### src/design/nsdf_pkg.sv
// nsdf_pkg: shared constants and types of the spring-damper force block
// no dependencies; used by nsdf_iter, the top level and the testbench
package nsdf_pkg;

   localparam int DIM  = 3;
   localparam int AXES = 3;

   typedef enum logic {
      ITER_SQRT = 1'b0,
      ITER_DIV  = 1'b1
   } iter_op_type;

   typedef struct packed {
      logic        start;
      iter_op_type op;
   } iter_ctl_type;

endpackage

### src/design/nsdf_iter.sv
// nsdf_iter: shared bit-serial unit, 64-bit integer square root or 64/32 divide
// depends on nsdf_pkg; divide expects the upper dividend half below the divisor
module nsdf_iter (
   input  logic                  clock,
   input  logic                  reset,
   input  nsdf_pkg::iter_ctl_type ctl,
   input  logic [63:0]           opa,
   input  logic [31:0]           opb,
   output logic                  done,
   output logic [31:0]           result
);
   import nsdf_pkg::*;

   logic        busy_ff, busy_in;
   logic        done_ff, done_in;
   iter_op_type op_ff, op_in;
   logic [4:0]  cnt_ff, cnt_in;
   logic [63:0] src_ff, src_in;
   logic [34:0] rem_ff, rem_in;
   logic [31:0] root_ff, root_in;
   logic [31:0] div_ff, div_in;
   logic [34:0] r2;
   logic [34:0] trial;

   always_comb begin
      busy_in = busy_ff;
      done_in = 1'b0;
      op_in   = op_ff;
      cnt_in  = cnt_ff;
      src_in  = src_ff;
      rem_in  = rem_ff;
      root_in = root_ff;
      div_in  = div_ff;
      r2      = '0;
      trial   = '0;
      if (ctl.start && !busy_ff) begin
         busy_in = 1'b1;
         op_in   = ctl.op;
         cnt_in  = 5'd31;
         root_in = '0;
         div_in  = opb;
         if (ctl.op == ITER_SQRT) begin
            src_in = opa;
            rem_in = '0;
         end else begin
            src_in = {opa[31:0], 32'd0};
            rem_in = {3'd0, opa[63:32]};
         end
      end else if (busy_ff) begin
         if (op_ff == ITER_SQRT) begin
            r2     = {rem_ff[32:0], src_ff[63:62]};
            trial  = {1'b0, root_ff, 2'b01};
            src_in = {src_ff[61:0], 2'b00};
         end else begin
            r2     = {rem_ff[33:0], src_ff[63]};
            trial  = {3'd0, div_ff};
            src_in = {src_ff[62:0], 1'b0};
         end
         if (r2 >= trial) begin
            rem_in  = r2 - trial;
            root_in = {root_ff[30:0], 1'b1};
         end else begin
            rem_in  = r2;
            root_in = {root_ff[30:0], 1'b0};
         end
         cnt_in = cnt_ff - 5'd1;
         if (cnt_ff == 5'd0) begin
            busy_in = 1'b0;
            done_in = 1'b1;
         end
      end
   end

   always_ff @(posedge clock) begin
      if (reset) begin
         busy_ff <= 1'b0;
         done_ff <= 1'b0;
         op_ff   <= ITER_SQRT;
         cnt_ff  <= '0;
      end else begin
         busy_ff <= busy_in;
         done_ff <= done_in;
         op_ff   <= op_in;
         cnt_ff  <= cnt_in;
      end
   end

   always_ff @(posedge clock) begin
      src_ff  <= src_in;
      rem_ff  <= rem_in;
      root_ff <= root_in;
      div_ff  <= div_in;
   end

   assign done   = done_ff;
   assign result = root_ff;

   a_start_idle: assert property (@(posedge clock) disable iff (reset)
      ctl.start |-> !busy_ff) else $error("iter start while busy");
   a_done_after_busy: assert property (@(posedge clock) disable iff (reset)
      done_ff |-> $past(busy_ff) && !busy_ff) else $error("iter done without run");
   a_start_busy: assert property (@(posedge clock) disable iff (reset)
      ctl.start |=> busy_ff && cnt_ff == 5'd31) else $error("iter start not taken");

endmodule

### config.mk
export PLATFORM = sky130hd
export DESIGN_NAME = nsdf_iter
export DESIGN_NICKNAME = d
export VERILOG_FILES = /design/src/design/nsdf_pkg.sv /design/src/design/nsdf_iter.sv
export SDC_FILE = /design/constraint.sdc
export NUM_CORES = 1
export LEC_CHECK = 0
export BUFFER_PORTS_ARGS = -buffer_cell sky130_fd_sc_hd__buf_2
export CAP_MARGIN = 20
export CORE_MARGIN = 4
export CORE_UTILIZATION = 35
export DETAILED_ROUTE_END_ITERATION = 16
export SETUP_SLACK_MARGIN = 0.4
export SLEW_MARGIN = 20
export SYNTH_ARGS = -nofsm -noshare
export SYNTH_HDL_FRONTEND = slang
export SYNTH_SLANG_ARGS = --single-unit
### constraint.sdc
create_clock -name clock -period 14.1 [get_ports clock]
set_input_delay 2.82 -clock clock [delete_from_list [all_inputs] [get_ports clock]]
set_output_delay 2.82 -clock clock [all_outputs]
set_load 0.1 [all_outputs]
==> results.toml, run 1 <==
[global_route]
grt_pass1_vias = 7675
grt_pass1_wl_mm = 43.2
antenna_found_initial = 0
grt_overflow = 0
grt_max_degree = 98
grt_usage_pct = 16.3

[sta]
post-route-period-util_pct = 42.0
post-route-min-period_ns = 5.92
timing.final.max_slew_violations = 0
hold_violations = 0
slew_headroom_pct = 37.3
skew_ns = 0.0116
setup_viol = 0
rsz0062_at_grt = "no"
timing.fmax_mhz = 169
setup_tns_ns = 0
worst_slew_pin_slew_ns = 0.939

[detailed_routing]
drc = 0
first_pass_iters = 5
vias = 8151
avgRoutedWirePerCell_um = 18.1
vias_per_cell = 5.40
drt.antenna.violating_nets = 0
routed_wl_mm = 27.4
drtIter0Drc = 602

[placed_design]
gp_congestion = 0.882
place_hpwl_mm = 19.2
io_buffers = 132
dp.cells = 1476

[setup_path]
critPathMaxStageDelay_ns = 0.82
crit_top_cell = "buf_4"
criticalPathCategory = "reg2reg"
crit_path_start_kind = "flop"
timing.rr.end = "rem_ff[18]"
slowest_stage = "buf_4"
arrival_ns = 6.05
cp.required_ns = 14.23
timing.rr.start = "op_ff"
r2r_slack_ns = 8.18
cp_max_fo = 89
crit_path_cell_trace = "buf_4 > buf_4 > mux2_2 > ha_1 > nand4_2 > or3_1 > or4_1 > o21ai_1 > a21boi_1 > a21oi_4 > mux2i_1 > o21ai_0"
critPathTopFamily = "buffers and inverters"
crit_buf_inv = 2
crit_path_end_kind = "flop"
reg2regPathDepth = 12

[synth]
synth_ff_type = "edfxtp_1"
async_flop_share_pct = 0
ys_seq_area_share_pct = 45.2
synthesis.area_um2 = 10400
synth.distinct_cells = 59
ys_warn_count = 0
syn_nets = 1165
synth_edf_count = 130
syn_avg_cell_area_um2 = 10.1
synth_seq_cells = 170
synthCells = 1028

[clock_network]
cts_post_setup_buffers_inserted = 0
numCtsBuffers = 17
cts_root_buffer = "clkbuf_16"
cts_resized = 0
htree_num_levels = 4
clk_latency_ns = 0.43
cts_tree = "yes"
cts_sinks = 170
clock_path_buffers = 2
cts_hold_buf = 0
path_clk_slew_ns = 0.07

[floorplan]
start_util_pct = 35.9
die_width_um = 180
core_um2 = 29000
pin_count = 133
rows = 62
die-area_um2 = 32600
die_y_um = 180

[layout]
nFillCells = 2899
syn_to_final_growth_pct = 14.7
nNetsFinal = 1249
drive_above_1_share_pct = 19.2
final_cell_count_no_fill = 1510

[pwr]
ir_drop_uv = 91.5
p_int_mw = 1.35
combPwrFrac_pct = 46.6
pwr-share-seq_pct = 32.5
switching_power_mw = 0.866
power_density_nw_per_um2 = 186
p_clk_share_pct = 20.9
sw_frac_of_total_pct = 39.1
p_leak_nw = 4.39

[hold_path]
hold_depth = 2
hp-class = "reg2reg"
hp-start = "result[24]"
min_to = "result[25]"

[status]
outcome = "complete, no violations"

[job]
cap_violations = 0
[flip-flops by register name (all words and copies together) (netlist names)]
register / flops
op_ff: 1
cnt_ff: 5
result: 32
rem_ff: 34
done: 1
src_ff: 64
div_ff: 32
busy_ff: 1
[Yosys cell counts (6+ instances only)]
master | n | area, um^2
nor3_1 | 15 | 75.1
o21ai_0 | 83 | 415
ha_1 | 36 | 450
a31oi_1 | 24 | 150
xnor2_1 | 14 | 123
nor2b_1 | 35 | 219
nand2_1 | 83 | 312
a21oi_1 | 100 | 500
dfxtp_1 | 40 | 801
mux2_2 | 34 | 383
nor2_1 | 16 | 60.1
o21a_1 | 9 | 67.6
a211oi_1 | 40 | 300
clkbuf_1 | 61 | 229
xor2_1 | 8 | 70.1
a21o_1 | 19 | 143
nand2b_1 | 36 | 225
inv_1 | 12 | 45.0
nand3_1 | 11 | 55.1
buf_1 | 12 | 45.0
nand4_1 | 7 | 43.8
edfxtp_1 | 130 | 3900
nand3b_1 | 39 | 293
mux2i_1 | 97 | 971
o21bai_1 | 6 | 45.0
[cells by family (layout without fill, tap and decap cells)]
logic type / count (synthesis) / count (layout) / synth area share [%]
and+or+nand+nor: 268 / 268 / 14.1
muxes: 131 / 131 / 13.0
adders and majority gates: 37 / 37 / 4.52
buffers and inverters: 87 / 184 / 3.22
xor gates and xnor gates: 22 / 22 / 1.85
DFF: 170 / 170 / 45.2
AOI/OAI and AO/OA: 313 / 313 / 18.1
other: 0 / 1 / 0
[worst max-delay path by stage]
stage | start | to | slack [ns] | depth (start not counted)
finish | op_ff | rem_ff[18] | 8.18 | 12
global route | op_ff | rem_ff[18] | 7.81 | 12
CTS | op_ff | rem_ff[18] | 8.20 | 12
detailed placement | ctl[1] | src_ff[25] | 8.20 | 6
global placement | ctl[1] | src_ff[21] | 8.24 | 6
floorplan | ctl[1] | rem_ff[0] | 8.56 | 3
[layout by cell type, fill, tap and decap left out, drive strengths merged, types with 15 or more instances in the layout]
cell type,count
ha,36
nand2b,36
o21ai,84
edfxtp,130
nor3,15
a21oi,100
buf,140
inv,16
a31oi,24
clkbuf,22
nand2,83
dfxtp,40
nand3b,39
nor2b,35
mux2,34
mux2i,97
a21o,19
a211oi,40
nor2,16
[worst register-to-register path: cells and delay by family (launching register included)]
family	cells	cell delay, ns
flip-flops	1	0.66
AND/OR/NAND/NOR	3	1.11
buffers and inverters	2	1.59
adder cells (fa/ha/maj)	1	0.41
multiplexers	2	0.73
AO/OA/AOI/OAI	4	1.11
[per-layer routing]
metal	GRT usage (%)	share of wire, %	vias up
li1	-	-	4056
met1	26.1	51	3824
met2	23.0	42	254
met3	2.73	6.6	17
met4	3.42	0.91	0
met5	0	0	-
[area by class of cell]
cell class | count | area (um^2) | share of cell area (%)
repair buffers | 140 | 743 | 6.22
inverters | 12 | 48.8 | 0.409
diodes | 1 | 2.50 | 0.0210
flip-flops and latches | 170 | 4710 | 39.4
clock inverters | 10 | 78.8 | 0.660
clock buffers | 22 | 495 | 4.15
multi-input cells | 771 | 5380 | 45.1
well taps | 384 | 480 | 4.02
[per-stage QoR]
step	hold WS (ns)	setup WS (ns)	total power [mW]	area, um^2	utilization, %
final	0.505	8.18	2.22	11900	41.2
after global placement	0.484	8.24	1.73	11300	39.1
after floorplan	0.469	8.56	1.51	10400	-
after global routing	0.532	7.81	2.37	11900	41.1
after detailed placement	0.499	8.20	1.75	11300	39.1
after CTS	0.510	8.20	2.21	11900	41.0
[power by group through the flow]
| stage | combinational [mW] | clock [mW] | sequential [mW] |
|---|---|---|---|
| after floorplan | 0.782 | 0 | 0.729 |
| after global placement | 1.00 | 0 | 0.729 |
| after detailed placement | 1.02 | 0 | 0.729 |
| after CTS | 1.02 | 0.472 | 0.720 |
| after global routing | 1.14 | 0.495 | 0.732 |
| final | 1.03 | 0.462 | 0.721 |
Power figures use the tool's default switching activity.
==> inputs of run 2 (changes only) <==
- clock period: 14.1 -> 6 ns (I/O delays scaled with it)
==> results.toml, run 2 (synthesized netlist as in run 1, its figures left out) <==
[placed_design]
pre_cts_ws_ns = 1.11
io_buffers = 132
place_hpwl_mm = 19.4
placed_area_um2 = 11400
gp_congestion = 0.880

[floorplan]
pin_count = 133
rows = 62
die-area_um2 = 32600
die_width_um = 180
core_um2 = 29000
die_y_um = 180
start_util_pct = 35.9

[job]
cap_violations = 0

[hold_path]
hold_depth = 2
hp-class = "reg2reg"
min_to = "result[22]"
hp-start = "result[21]"

[layout]
largest_reg_flops = 64
final_area_um2 = 12000
syn_to_final_growth_pct = 14.9
mostFrequentLayoutCells = "buf_2, edfxtp_1, a21oi_1"
post-route-util_pct = 41.2
layout_commonest_cell = "buf_2"
nNetsFinal = 1253
drive_above_1_share_pct = 19.6
largest_register = "src_ff"
reg.largest.list = "src_ff: 64 flops, rem_ff: 34 flops"

[setup_path]
critPathMaxStageDelay_ns = 0.98
crit_path_end_kind = "flop"
reg2regPathDepth = 11
criticalPathCategory = "reg2reg"
crit_top_cell = "or4_1"
timing.rr.end = "rem_ff[31]"
crit_path_cell_trace = "buf_4 > mux2_2 > ha_1 > nand2_1 > or3_1 > or4_1 > o21ai_1 > a21boi_1 > a21o_1 > or4_1 > a31oi_1"
cp.required_ns = 6.27
critPathTopFamily = "simple AND/OR/NAND/NOR gates"
crit_buf_inv = 1
arrival_ns = 5.19
r2r_slack_ns = 1.09
cp_max_fo = 63
slowest_stage = "dfxtp_4"
crit_path_start_kind = "flop"
timing.rr.start = "op_ff"

[sta]
setup_viol = 0
skew_ns = 0.0152
post-route-period-util_pct = 81.9
hold_violations = 0
slew_headroom_pct = 29.5
post-route-min-period_ns = 4.91
timing.final.max_slew_violations = 0
rsz0062_at_grt = "no"
setup_tns_ns = 0
layout_setup_ws_ns = 1.09
timing.fmax_mhz = 204
worst_slew_pin_slew_ns = 1.06
hold_slack_ns = 0.489

[clock_network]
cts_sinks = 170
cts_hold_buf = 0
clock_path_buffers = 2
cts_root_buffer = "clkbuf_16"
cts_resized = 0
cts_post_setup_buffers_inserted = 0
cts_tree = "yes"
htree_num_levels = 4
clk_latency_ns = 0.44
numCtsBuffers = 17
path_clk_slew_ns = 0.08

[detailed_routing]
avgRoutedWirePerCell_um = 18.2
vias_per_cell = 5.38
drtIter0Drc = 552
vias = 8156
drc = 0
routed_wl_mm = 27.5
first_pass_iters = 5
drt.antenna.violating_nets = 0

[status]
outcome = "complete, no violations"

[global_route]
grt_pass1_wl_mm = 43.4
grt_pass1_vias = 7813
grt_max_degree = 98
antenna_found_initial = 3
grt_usage_pct = 16.4
grt_overflow = 0

[pwr]
ir_drop_uv = 231
power_density_nw_per_um2 = 433
p_leak_nw = 4.41
run 2: tightest hold or removal path, stage by stage, from the launching register on:
cell and delay [ns]:
dfxtp_1 0.34, nand2_1 0.06, o21ai_0 0.06
run 2: final cells by class:
type                    instances  area [um^2]
clock buffers                  17          425
clock inverters                15          128
flip-flops and latches        170         4710
repair buffers                144          778
inverters                      12         48.8
multi-input cells             771         5380
well taps                     384          480
diodes                          3         7.51
fillers                      2930        17100
run 2: where the power goes:
part / leakage (nW) / internal [mW] / switching [mW]
clock: 0.282 / 0.548 / 0.522
sequential: 1.63 / 1.57 / 0.131
combinational: 2.50 / 1.02 / 1.39
total: 4.41 / 3.14 / 2.04
run 2: through the flow:
stage | cells | total power, mW
2_1_floorplan | 1028 | 3.55
3_3_place_gp | 1481 | 4.07
3_5_place_dp | 1481 | 4.10
4_1_cts | 1513 | 5.18
5_1_grt | 1516 | 5.56
6_report | 1516 | 5.18
run 2: worst max path at each step:
stage / start / to / cells past startpoint
5_1_grt: op_ff / rem_ff[0] / 11
2_1_floorplan: op_ff / rem_ff[31] / 15
3_5_place_dp: op_ff / rem_ff[31] / 11
4_1_cts: op_ff / rem_ff[31] / 11
6_report: op_ff / rem_ff[31] / 11
3_3_place_gp: op_ff / rem_ff[31] / 11
run 2: routing by layer:
metal  wire length (um)  GRT usage, %
met1              14000          25.3
met5                  0             0
met2              11600          23.5
met3               1540          3.11
met4                380          4.42
